<file path="src/rtl/mmbu_pkg.sv">
// Shared types, codes and defaults for the mapped memory bus unit.
// No dependencies; imported by every other file of the block.
package mmbu_pkg;

    localparam int INSTR_BYTES_DEF = 4096;
    localparam int DATA_BYTES_DEF  = 4096;

    localparam logic [31:0] INSTR_BASE_RST = 32'h1000_0000;
    localparam logic [31:0] DATA_BASE_RST  = 32'h2000_0000;
    localparam logic [31:0] GETC_BASE_RST  = 32'h3000_0000;
    localparam logic [31:0] PUTC_BASE_RST  = 32'h3000_0004;

    typedef enum logic [1:0] {
        CMD_READ  = 2'd0,
        CMD_WRITE = 2'd1,
        CMD_LOAD  = 2'd2
    } cmd_t;

    typedef enum logic [1:0] {
        SZ_BYTE = 2'd0,
        SZ_HALF = 2'd1,
        SZ_WORD = 2'd2
    } size_t;

    typedef enum logic [1:0] {
        CFG_INSTR_BASE = 2'd0,
        CFG_DATA_BASE  = 2'd1,
        CFG_GETC_BASE  = 2'd2,
        CFG_PUTC_BASE  = 2'd3
    } cfg_idx_t;

    typedef enum logic [1:0] {
        KIND_DIRECT,
        KIND_RD,
        KIND_WR
    } kind_t;

    typedef enum logic [2:0] {
        ST_CLEAR,
        ST_IDLE,
        ST_DECODE,
        ST_RD_ISSUE,
        ST_RD_ACC,
        ST_WR_CHECK,
        ST_WR_LANE,
        ST_FINISH
    } state_t;

    typedef struct packed {
        logic [31:0] instr_base;
        logic [31:0] data_base;
        logic [31:0] getc_base;
        logic [31:0] putc_base;
    } cfg_t;

    typedef struct packed {
        logic capture;
        logic clr_wr;
        logic take_direct;
        logic rd_issue;
        logic rd_acc;
        logic wr_fail;
        logic lane_reset;
        logic lane_inc;
        logic wr_lane;
        logic finish;
    } ctrl_cmd_t;

    typedef struct packed {
        kind_t kind;
        logic  clr_last;
        logic  lane_last;
        logic  lane_ok;
    } dp_status_t;

    typedef struct packed {
        logic [31:0] read_data;
        logic        char_taken;
        logic        put_valid;
        logic [7:0]  put_char;
        logic        fault;
    } result_t;

endpackage

</file>
<file path="src/rtl/mmbu_ctrl.sv">
// Sequencer of the mapped memory bus unit: clearing pass, decode, lane walk.
// Depends on mmbu_pkg; drives the datapath by command struct only.
module mmbu_ctrl (
    input  logic                clk,
    input  logic                rst_n,
    input  logic                in_valid,
    output logic                in_stall,
    input  logic                out_free,
    input  mmbu_pkg::dp_status_t status,
    output mmbu_pkg::ctrl_cmd_t  cmd
);
    import mmbu_pkg::*;

    state_t state_reg;
    state_t state_next;

    always_ff @(posedge clk or negedge rst_n)
    begin
        if (!rst_n)
        begin
            state_reg <= ST_CLEAR;
        end
        else
        begin
            state_reg <= state_next;
        end
    end

    always_comb
    begin
        state_next = state_reg;
        cmd        = '0;
        in_stall   = 1'b1;
        unique case (state_reg)
            ST_CLEAR:
            begin
                cmd.clr_wr = 1'b1;
                if (status.clr_last)
                begin
                    state_next = ST_IDLE;
                end
            end
            ST_IDLE:
            begin
                in_stall    = 1'b0;
                cmd.capture = in_valid;
                if (in_valid)
                begin
                    state_next = ST_DECODE;
                end
            end
            ST_DECODE:
            begin
                unique case (status.kind)
                    KIND_RD:
                    begin
                        state_next = ST_RD_ISSUE;
                    end
                    KIND_WR:
                    begin
                        state_next = ST_WR_CHECK;
                    end
                    default:
                    begin
                        cmd.take_direct = 1'b1;
                        state_next      = ST_FINISH;
                    end
                endcase
            end
            ST_RD_ISSUE:
            begin
                cmd.rd_issue = 1'b1;
                state_next   = ST_RD_ACC;
            end
            ST_RD_ACC:
            begin
                cmd.rd_acc   = 1'b1;
                cmd.lane_inc = 1'b1;
                state_next   = status.lane_last ? ST_FINISH : ST_RD_ISSUE;
            end
            ST_WR_CHECK:
            begin
                if (!status.lane_ok)
                begin
                    cmd.wr_fail = 1'b1;
                    state_next  = ST_FINISH;
                end
                else if (status.lane_last)
                begin
                    cmd.lane_reset = 1'b1;
                    state_next     = ST_WR_LANE;
                end
                else
                begin
                    cmd.lane_inc = 1'b1;
                end
            end
            ST_WR_LANE:
            begin
                cmd.wr_lane  = 1'b1;
                cmd.lane_inc = 1'b1;
                if (status.lane_last)
                begin
                    state_next = ST_FINISH;
                end
            end
            ST_FINISH:
            begin
                if (out_free)
                begin
                    cmd.finish = 1'b1;
                    state_next = ST_IDLE;
                end
            end
            default:
            begin
                state_next = ST_IDLE;
            end
        endcase
    end

endmodule

</file>
<file path="config.mk">
export PLATFORM = sky130hd
export DESIGN_NAME = mmbu_ctrl
export DESIGN_NICKNAME = d
export VERILOG_FILES = /design/src/rtl/mmbu_pkg.sv /design/src/rtl/mmbu_ctrl.sv
export SDC_FILE = /design/constraint.sdc
export NUM_CORES = 1
export LEC_CHECK = 0
export ABC_AREA = 1
export BUFFER_PORTS_ARGS = -buffer_cell sky130_fd_sc_hd__buf_2
export CAP_MARGIN = 20
export CORE_AREA = 2 2 39 41
export CTS_BUF_LIST = sky130_fd_sc_hd__clkbuf_2 sky130_fd_sc_hd__clkbuf_4 sky130_fd_sc_hd__clkbuf_8
export CTS_CLUSTER_DIAMETER = 60
export DETAILED_ROUTE_END_ITERATION = 8
export DIE_AREA = 0 0 41 43
export SYNTH_ARGS = -nofsm -noshare
export SYNTH_HDL_FRONTEND = slang
export SYNTH_SLANG_ARGS = --single-unit
</file>
<file path="constraint.sdc">
create_clock -name clk -period 1.5 [get_ports clk]
set_clock_uncertainty 0.2 [all_clocks]
set_input_delay 0.15 -clock clk [delete_from_list [all_inputs] [get_ports clk]]
set_output_delay 0.15 -clock clk [all_outputs]
set_load 0.02 [all_outputs]
</file>
==> out/summary.txt, run 1 <==
Status -> complete, but fails checks
Violated checks -> setup timing
First-pass GRT wire length -> 2111 µm
Clock network power share -> 0.082
Largest net degree at the start of global routing -> 6
Clock Latency Late Sink -> 0.23 ns
Vias in the first global route -> 518
Vias after detailed routing -> 550
Combinational power share -> 0.809
Max Buffers Root-to-Sink -> 2
Adder-cell share of the synthesized area -> 0.05305
CP endpoint kind -> output port
Nets -> 118
Residual DRC count -> 0
CTS Sinks -> 3
Synthesized cell area -> 471.7 µm²
Slowest Stage Delay on Critical Path -> 0.42 ns
Remaining global-route overflow -> 0
Max reg flops -> 3
Pre-CTS WS -> 0.05234 ns
Ys async rst share -> 1.000
Crit path from -> state_reg[1]$_DFFE_PN0P_
R2R Path Start -> state_reg[1]$_DFFE_PN0P_
Period minus WS final -> 1.536 ns
H-tree Lvls -> 1
Worst Max-Slew Pin Slew -> 0.1931 ns
Max Slew Vio Count -> 0
Post-synth EDFFs -> 0
Mapped Nets -> 80
Worst R2R Path Depth -> 7
Post-Synth XOR/XNOR Area -> 0
Switching Share -> 0.4913
Placed Cells incl. Taps -> 105
Post-Synth Simple-Gate Area -> 0.5464
Synth warn -> 0
Met3 wire length -> 42 µm
Startpoint Class -> flip-flop
P&R area growth vs syn -> 80.64%
Final Hold Fails -> 0
Highest routed layer -> met3
Post-DR vias/cell -> 4.508
Synth top area cells -> dfrtp_1 16%, nand2_1 11%, inv_1 9.5%
Synthesized flop and latch total -> 3
Initial Util -> 0.3409
Ports -> 20
Number of DRC markers in iteration 0 -> 5
Final period util -> 1.024
Layout cell share with drive strength beyond 1 -> 0.6321
WS Path Type -> reg -> out
Worst rel slew slack -> 0.8713
Arr. time, crit path -> 1.19 ns
Worst vdd ir -> 0.0009454 V
Setup-failing EPs final -> 4
Synth cell count leaders -> 14 x nand2_1, 12 x inv_1, 9 x nor2_1, 6 x nand3_1, 4 x nor2_4
Power per cell area -> 2250 nW/µm²
CP Cell Sequence -> buf_6, nand2_4, nor3_4, buf_6
Hold crit path type -> in -> async
Die H -> 43 µm
Synth top area share -> 0.1592
Synth Flop Type -> dfrtp_1
Number of detailed-route iterations in the first pass -> 3
Largest family of logic cells by synthesized area -> simple AND/OR/NAND/NOR gates
Initial antenna violation count -> 0
Worst Path Required -> 1.15 ns
Syn_area_per_cell -> 6.836 µm²
Std-Cell Rows -> 14
Seq pwr share -> 0.109
CTS tree -> yes
RSZ-0062 raised after global routing -> true
Met2 WL -> 761 µm
Placer congestion estimate -> 0.8439
Slowest-stage cell, CP -> dfrtp_1
Max-cap violation count -> 0
Die Wd -> 41 µm
Synth area leader -> dfrtp_1
Clock slew at reported path FFs -> 0.04 ns
Core Footprint -> 1384 µm²
Mux cell area share after synthesis -> 0
Metal-1 WL -> 551 µm
Worst-path fanout max -> 5
PortBufs -> 19
DRT Wirelength -> 1355 µm
Synth cell types -> 20
F_max -> 651.0 MHz
Top-count cell post-synth -> nand2_1
GRT Overall Usage -> 0.1702
Post-synthesis instance total -> 69
Final std cells w/o fill -> 122
CTS root buf -> clkbuf_4
Synth Area in Compound Gates -> 0.03979
Die ar. -> 1763 µm²
Dominant cell type by count on the critical path -> buf_6
Seq/Total Area, Yosys -> 0.1592
ANT cells -> 0
Leak pwr -> 0.4675 nW
DR WL/cell -> 11.11 µm
Net Switching -> 941.9 µW
Post-DP HPWL -> 878.9 µm
Num CTS Buffers -> 3
Setup ws final -> -0.03598 ns
DRT antenna net count -> 0
Cell Int Power -> 975.4 µW
-- worst max-delay path: cells and delay by family (launching register included) --
kind                   cells  cell delay (ns)
flip-flops                 1             0.42
buffers and inverters      2             0.29
AND/OR/NAND/NOR            2             0.25
-- final cells by class --
type | instances | area (µm²)
timing repair buffer | 36 | 287.8
tap | 16 | 20.02
inverter | 15 | 66.31
multi-input combinational | 48 | 371.6
clock buffer | 4 | 30.03
sequential | 3 | 76.32
fill | 129 | 531.8
-- path summary, 6_finish.rpt --
| kind | endpoint | slack [ns] |
|---|---|---|
| worst max-delay path | cmd[0] | -0.04 |
| worst min-delay path | state_reg[1]$_DFFE_PN0P_ | 0.07 |
| worst max register to register | state_reg[2]$_DFFE_PN0P_ | 0.02 |
| worst min register to register | state_reg[0]$_DFFE_PN0P_ | 0.62 |
| max in group asynchronous | state_reg[2]$_DFFE_PN0P_ | 0.91 |
| min in group clk | state_reg[0]$_DFFE_PN0P_ | 0.11 |
-- layer usage --
layer / up-vias / global-route usage
met3: 0 / 0
met2: 13 / 0.3031
met1: 251 / 0.2143
met4: 0 / 0.04000
li1: 286 / -
met5: - / 0
-- power by group through the flow --
stage | sequential, mW | clock, mW | combinational [mW]
after floorplan | 0.150 | 0 | 0.813
final | 0.209 | 0.157 | 1.55
after global routing | 0.215 | 0.163 | 1.67
after detailed placement | 0.184 | 0 | 0.988
after CTS | 0.208 | 0.161 | 1.29
after global placement | 0.182 | 0 | 0.978
-- cell usage in the layout (no fill, tap or decap) --
master	count
inv_6	1
nor2_1	7
o21ai_2	1
nand3_4	3
o21a_1	1
dfrtp_1	2
inv_4	2
inv_2	1
nand3_2	2
dlygate4sd3_1	1
nor2_4	6
ha_1	2
dfrtp_2	1
nand2_1	7
nor3_4	1
a31oi_1	1
nand4_1	1
buf_6	12
clkbuf_4	4
inv_1	11
buf_4	11
nand2_2	5
nor2_2	2
nand3_1	5
nand2_4	3
and3_1	1
buf_2	12
-- kinds of logic (layout without fill, tap and decap cells) --
family                     Yosys count  after routing
buffers and inverters               18             55
adders and majority gates            2              2
DFF                                  3              3
AOI/OAI and AO/OA                    3              3
and+or+nand+nor                     43             43
-- metrics by stage --
| stage | power (mW) | utilization | setup TNS, ns | cell area (µm²) | hold WS, ns |
|---|---|---|---|---|---|
| after floorplan | 0.9626 | - | 0 | 471.7 | -0.3456 |
| after global placement | 1.160 | 0.4213 | 0 | 583.1 | -0.2523 |
| after detailed placement | 1.172 | 0.4213 | 0 | 583.1 | -0.2534 |
| after CTS | 1.660 | 0.5398 | -0.03455 | 747.0 | 0.04531 |
| after global routing | 2.052 | 0.6157 | -0.5096 | 852.1 | 0.07622 |
| final | 1.917 | 0.6157 | -0.1076 | 852.1 | 0.06996 |
-- what timing repair did --
action                                  CTS  global route
buffers inserted                          8             3
pin swaps                                 2            10
hold buffers                              1             0
cloned                                    1             0
gates resized for setup                  19            24
endpoints found under the hold margin     3             0
endpoints found under the setup margin    9            13
Note: power is estimated with default switching activity, not from simulation.
==> run 2, diff against run 1 <==
- clock period: 1.5 -> 1.78 ns (I/O delays scaled with it)
==> run 2 against run 1 <==
The flow now finishes without violations. Sequential share of layout area rose by 3.6 points. Design area decreased by 27%. Via count is 12% lower. Wire length down 24%. Sequential cell count unchanged. Largest power group unchanged. Critical endpoint is now cmd[5]. Highest routed layer is now met4.
==> out/summary.txt, run 2 (synthesized netlist as in run 1, its figures left out) <==
CP endpoint kind -> output port (unchanged)
Filler Cell Count -> 156 (was 129)
Std-Cell Rows -> 14 (unchanged)
R2R Setup Slk -> 0.34 ns (was 0.02 ns)
Setup Total Neg Slack -> 0 ns (was -0.1076 ns)
Ports -> 20 (unchanged)
Vias in the first global route -> 427 (was 518)
PortBufs -> 19 (unchanged)
DR WL/cell -> 9.394 µm (was 11.11 µm)
Crit path from -> state_reg[0]$_DFFE_PN0P_ (was state_reg[1]$_DFFE_PN0P_)
Placer congestion estimate -> 0.8678 (was 0.8439)
Placed Cells incl. Taps -> 104 (was 105)
Remaining global-route overflow -> 0 (unchanged)
Cell Area, Placed -> 575.6 µm² (was 583.1 µm²)
Max reg flops -> 3 (unchanged)
Worst Max-Slew Pin Slew -> 0.1894 ns (was 0.1931 ns)
Status -> finished clean (was complete, but fails checks)
Max Buffers Root-to-Sink -> 2 (unchanged)
Die ar. -> 1763 µm² (unchanged)
Hold crit path type -> in -> async (unchanged)
Post-DR vias/cell -> 4.431 (was 4.508)
RSZ-0062 raised after global routing -> false (was true)
CTS tree -> yes (unchanged)
CTS root buf -> clkbuf_4 (unchanged)
Post-CTS setup buffer count -> 0 (was 8)
First-pass GRT wire length -> 1656 µm (was 2111 µm)
R2R Path End -> state_reg[0]$_DFFE_PN0P_ (was state_reg[2]$_DFFE_PN0P_)
Buf+Inv Stages, Crit Path -> 3 (was 2)
Slowest-stage cell, CP -> dfrtp_2 (was dfrtp_1)
Nets -> 105 (was 118)
Largest net degree at the start of global routing -> 11 (was 6)
Max Slew Vio Count -> 0 (unchanged)
CP Cell Sequence -> buf_4, inv_4, nand2_1, nor2_1, buf_2 (was buf_6, nand2_4, nor3_4, buf_6)
Residual DRC count -> 0 (unchanged)
CTS Sinks -> 3 (unchanged)
Final std cells w/o fill -> 109 (was 122)
Vias after detailed routing -> 483 (was 550)
Arr. time, crit path -> 1.24 ns (was 1.19 ns)
Worst Path Required -> 1.40 ns (was 1.15 ns)
Fin util -> 0.4467 (was 0.6157)
CP Capture Point -> cmd[5] (was cmd[0])
Clock Latency Late Sink -> 0.23 ns (about the same)
H-tree Lvls -> 1 (unchanged)
DRT Wirelength -> 1024 µm (was 1355 µm)
Number of DRC markers in iteration 0 -> 9 (was 5)
Die H -> 43 µm (unchanged)
Pwr Total -> 1.110 mW (was 1.917 mW)
Clock slew at reported path FFs -> 0.04 ns (about the same)
Power per cell area -> 1796 nW/µm² (was 2250 nW/µm²)
F_max -> 617.6 MHz
Final instance area -> 618.1 µm² (was 852.1 µm²)
Worst R2R Path Depth -> 7 (unchanged)
Worst vdd ir -> 0.0006124 V (was 0.0009454 V)
Commonest cells after routing, fill and taps aside -> 19 x buf_2, 14 x nand2_1, 12 x inv_1 (was 12 x buf_2, 12 x buf_6, 11 x inv_1, 11 x buf_4)
WS Path Type -> reg -> out (unchanged)
Startpoint Class -> flip-flop (unchanged)
GRT Overall Usage -> 0.1349 (was 0.1702)
Slowest Stage Delay on Critical Path -> 0.47 ns (was 0.42 ns)
Max-cap violation count -> 0 (unchanged)
Setup-failing EPs final -> 0 (was 4)
Number of detailed-route iterations in the first pass -> 3 (unchanged)
Leak pwr -> 0.3738 nW (was 0.4675 nW)
Layout cell share with drive strength beyond 1 -> 0.4516 (was 0.6321)
Period minus WS final -> 1.619 ns
Worst rel slew slack -> 0.8737 (was 0.8713)
Initial Util -> 0.3409 (unchanged)
Post-DP HPWL -> 804.6 µm (was 878.9 µm)
ANT cells -> 0 (unchanged)
Final period util -> 0.9097
R2R Path Start -> state_reg[2]$_DFFE_PN0P_ (was state_reg[1]$_DFFE_PN0P_)
Worst-path fanout max -> 6 (was 5)
Core Footprint -> 1384 µm² (unchanged)
Most common cell after layout, fill and taps aside -> buf_2
Crit path depth -> 5 (was 4)
Die Wd -> 41 µm (unchanged)
Delay-heaviest family, CP -> flip-flops (unchanged)
DRT antenna net count -> 0 (unchanged)
P&R area growth vs syn -> 31.03% (was 80.64%)
Final Hold Fails -> 0 (unchanged)
Initial antenna violation count -> 0 (unchanged)
Num CTS Buffers -> 3 (unchanged)
-- run 2: final cells by class --
cell class | instances | area [µm²] | share of cell area
flip-flops and latches | 3 | 77.57 | 0.1255
repair buffers | 23 | 127.6 | 0.2065
well taps | 16 | 20.02 | 0.03239
multi-input cells | 48 | 301.5 | 0.4879
inverters | 15 | 61.31 | 0.09919
clock buffers | 4 | 30.03 | 0.04858
-- run 2: what timing repair did --
item                       in CTS  in global routing
hold endpoints to repair        3                  0
resized for setup               0                  3
setup endpoints to repair       0                  2
hold buffers                    1                  0
-- run 2: power by group --
| group | total, mW | switching [mW] | leakage [nW] | internal (mW) |
|---|---|---|---|---|
| clock network | 0.133 | 0.0343 | 0.0184 | 0.0991 |
| registers | 0.186 | 0.0734 | 0.0333 | 0.113 |
| logic | 0.791 | 0.502 | 0.322 | 0.289 |
-- run 2: how the worst min path moves through the flow --
stage                               endpoint  slack (ns)  startpoint
floorplan           state_reg[0]$_DFFE_PN0P_       -0.32       rst_n
global placement    state_reg[1]$_DFFE_PN0P_       -0.23       rst_n
detailed placement  state_reg[1]$_DFFE_PN0P_       -0.23       rst_n
CTS                 state_reg[1]$_DFFE_PN0P_        0.07       rst_n
global route        state_reg[1]$_DFFE_PN0P_        0.07       rst_n
finish              state_reg[1]$_DFFE_PN0P_        0.07       rst_n
-- run 2: through the flow --
stage / hold WS (ns) / worst slack [ns]
after floorplan: -0.3176 / 0.2742
after global placement: -0.2264 / 0.3068
after detailed placement: -0.2258 / 0.2714
after CTS: 0.07005 / 0.07376
after global routing: 0.07179 / 0.04903
final: 0.06879 / 0.1607
-- run 2: routing by layer --
layer / GRT usage / vias to the layer above / wire, µm
met5: 0 / - / 0
met4: 0.06000 / 0 / 15
met3: 0.01571 / 2 / 53
met2: 0.2031 / 15 / 481
met1: 0.1851 / 207 / 473
li1: - / 259 / -
-- run 2: worst register-to-register path, cell delays in order (launching register included) --
cell and delay, ns:
dfrtp_2 0.47, buf_4 0.18, nand3_4 0.09, nor2_2 0.05
nor2_4 0.15, nand2_4 0.07, nand2_1 0.06, nand2_1 0.06
==> run 3, diff against run 2 <==
- ABC_CLOCK_PERIOD_IN_PS: unset -> 1780
- PLACE_DENSITY_LB_ADDON: unset -> 0.05
==> run 3 against run 2 <==
Clock-buffer cell count is the same. Non-clock buffer count is the same. Sequential cell count is the same. Worst hold slack lost 0.00079 ns. Global-route usage grew 1.0 points. Power shrank 1.4%. Critical endpoint is now cmd[2].
==> out/summary.txt, run 3 (synthesized netlist as in run 1, its figures left out) <==
First-pass GRT wire length -> 1711 µm (was 1656 µm)
Startpoint Class -> flip-flop (unchanged)
Setup Total Neg Slack -> 0 ns (unchanged)
Final Hold Fails -> 0 (unchanged)
Post-DR vias/cell -> 4.459 (was 4.431)
Largest net degree at the start of global routing -> 11 (unchanged)
Max Buffers Root-to-Sink -> 2 (unchanged)
Placer congestion estimate -> 0.7971 (was 0.8678)
Clock Latency Late Sink -> 0.23 ns (about the same)
Core Footprint -> 1384 µm² (unchanged)
Most common cell after layout, fill and taps aside -> buf_2 (unchanged)
ANT cells -> 0 (unchanged)
Setup-failing EPs final -> 0 (unchanged)
Number of DRC markers in iteration 0 -> 4 (was 9)
Final period util -> 0.9326 (was 0.9097)
Fin util -> 0.4458 (was 0.4467)
F_max -> 602.4 MHz (was 617.6 MHz)
CTS Sinks -> 3 (unchanged)
Die Wd -> 41 µm (unchanged)
DR WL/cell -> 9.651 µm (was 9.394 µm)
Remaining global-route overflow -> 0 (unchanged)
Die ar. -> 1763 µm² (unchanged)
Post-CTS setup buffer count -> 0 (unchanged)
Worst-path fanout max -> 5 (was 6)
Die H -> 43 µm (unchanged)
Max-cap violation count -> 0 (unchanged)
Initial antenna violation count -> 0 (unchanged)
Power per cell area -> 1775 nW/µm² (was 1796 nW/µm²)
Worst vdd ir -> 0.0006809 V (was 0.0006124 V)
Period minus WS final -> 1.660 ns (was 1.619 ns)
Worst rel slew slack -> 0.8092 (was 0.8737)
Ports -> 20 (unchanged)
Seq pwr share -> 0.161 (was 0.168)
P&R area growth vs syn -> 30.77% (was 31.03%)
DRT Wirelength -> 1052 µm (was 1024 µm)
Std-Cell Rows -> 14 (unchanged)
Worst Max-Slew Pin Slew -> 0.2861 ns (was 0.1894 ns)
Nets -> 105 (unchanged)
Switching Share -> 0.5461 (was 0.5492)
CP endpoint kind -> output port (unchanged)
CTS root buf -> clkbuf_4 (unchanged)
Cell Int Power -> 497.1 µW (was 500.5 µW)
H-tree Lvls -> 1 (unchanged)
Layout cell share with drive strength beyond 1 -> 0.4409 (was 0.4516)
RSZ-0062 raised after global routing -> false (unchanged)
WS Path Type -> reg -> out (unchanged)
Worst Path Required -> 1.40 ns (about the same)
Num CTS Buffers -> 3 (unchanged)
Combinational power share -> 0.717 (was 0.712)
Vias after detailed routing -> 486 (was 483)
Net Switching -> 598.1 µW (was 609.7 µW)
Max reg flops -> 3 (unchanged)
Number of detailed-route iterations in the first pass -> 2 (was 3)
Clock slew at reported path FFs -> 0.04 ns (about the same)
Pwr Total -> 1.095 mW (was 1.110 mW)
Post-DP HPWL -> 870.3 µm (was 804.6 µm)
Hold_ws -> 0.06800 ns (was 0.06879 ns)
Arr. time, crit path -> 1.28 ns (was 1.24 ns)
Commonest cells after routing, fill and taps aside -> 19 x buf_2, 14 x nand2_1, 12 x inv_1 (unchanged)
Status -> finished clean (unchanged)
CTS tree -> yes (unchanged)
DRT antenna net count -> 0 (unchanged)
Vias in the first global route -> 417 (was 427)
GRT Overall Usage -> 0.1450 (was 0.1349)
PortBufs -> 19 (unchanged)
Initial Util -> 0.3409 (unchanged)
Max Slew Vio Count -> 0 (unchanged)
Residual DRC count -> 0 (unchanged)
Leak pwr -> 0.3752 nW (was 0.3738 nW)
Clock network power share -> 0.122 (was 0.120)
Hold crit path type -> in -> async (unchanged)
[run 3: critical path, stage by stage (launching register included)]
cell and delay (ns):
dfrtp_1 0.49, nand3_2 0.20, o21ai_0 0.18, buf_2 0.18
[run 3: stage by stage]
| stage | setup WS, ns | instances | cell area, µm² |
|---|---|---|---|
| final | 0.1200 | 109 | 616.8 |
| after detailed placement | 0.2801 | 104 | 575.6 |
| after global routing | 0.02247 | 109 | 616.8 |
| after CTS | 0.06142 | 109 | 615.6 |
| after floorplan | 0.2742 | 69 | 471.7 |
| after global placement | 0.2909 | 104 | 575.6 |
[run 3: routing by layer]
| metal | part of all wire | track usage | vias to the layer above | routed length (µm) |
|---|---|---|---|---|
| li1 | - | - | 258 | - |
| met1 | 0.46 | 0.1688 | 209 | 484 |
| met2 | 0.47 | 0.2313 | 19 | 494 |
| met3 | 0.069 | 0.06283 | 0 | 73 |
| met4 | 0 | 0.04000 | 0 | 0 |
| met5 | 0 | 0 | - | 0 |
[run 3: worst paths after layout]
path                                           from                        to  slack [ns]  depth (start not counted)
setup reg to reg           state_reg[2]$_DFFE_PN0P_  state_reg[2]$_DFFE_PN0P_        0.33                          7
setup / recovery           state_reg[2]$_DFFE_PN0P_                    cmd[2]        0.12                          3
hold reg to reg            state_reg[1]$_DFFE_PN0P_  state_reg[1]$_DFFE_PN0P_        0.47                          3
hold / removal                                rst_n  state_reg[0]$_DFFE_PN0P_        0.07                          2
min in group clk                          status[0]  state_reg[0]$_DFFE_PN0P_        0.11                          4
max in group asynchronous                     rst_n  state_reg[0]$_DFFE_PN0P_        1.19                          2
[run 3: what timing repair did]
action | 4_1_cts | 5_1_grt
resized for setup | 0 | 1
hold buffers | 1 | 0
setup endpoints to repair | 0 | 1
hold endpoints to repair | 3 | 0
[run 3: layout make-up]
class | count | area [µm²]
multi-input cells | 48 | 301.5
inverters | 15 | 61.31
flip-flops and latches | 3 | 76.32
clock buffers | 4 | 30.03
well taps | 16 | 20.02
fillers | 149 | 767.0
repair buffers | 23 | 127.6
[run 3: power by group through the flow]
stage                     Clock, mW  Sequential, mW  Combinational, mW
after floorplan                   0           0.126              0.685
after global placement            0           0.174              0.795
after detailed placement          0           0.174              0.791
after CTS                     0.141           0.174              0.795
after global routing          0.150           0.185              0.881
final                         0.134           0.176              0.785
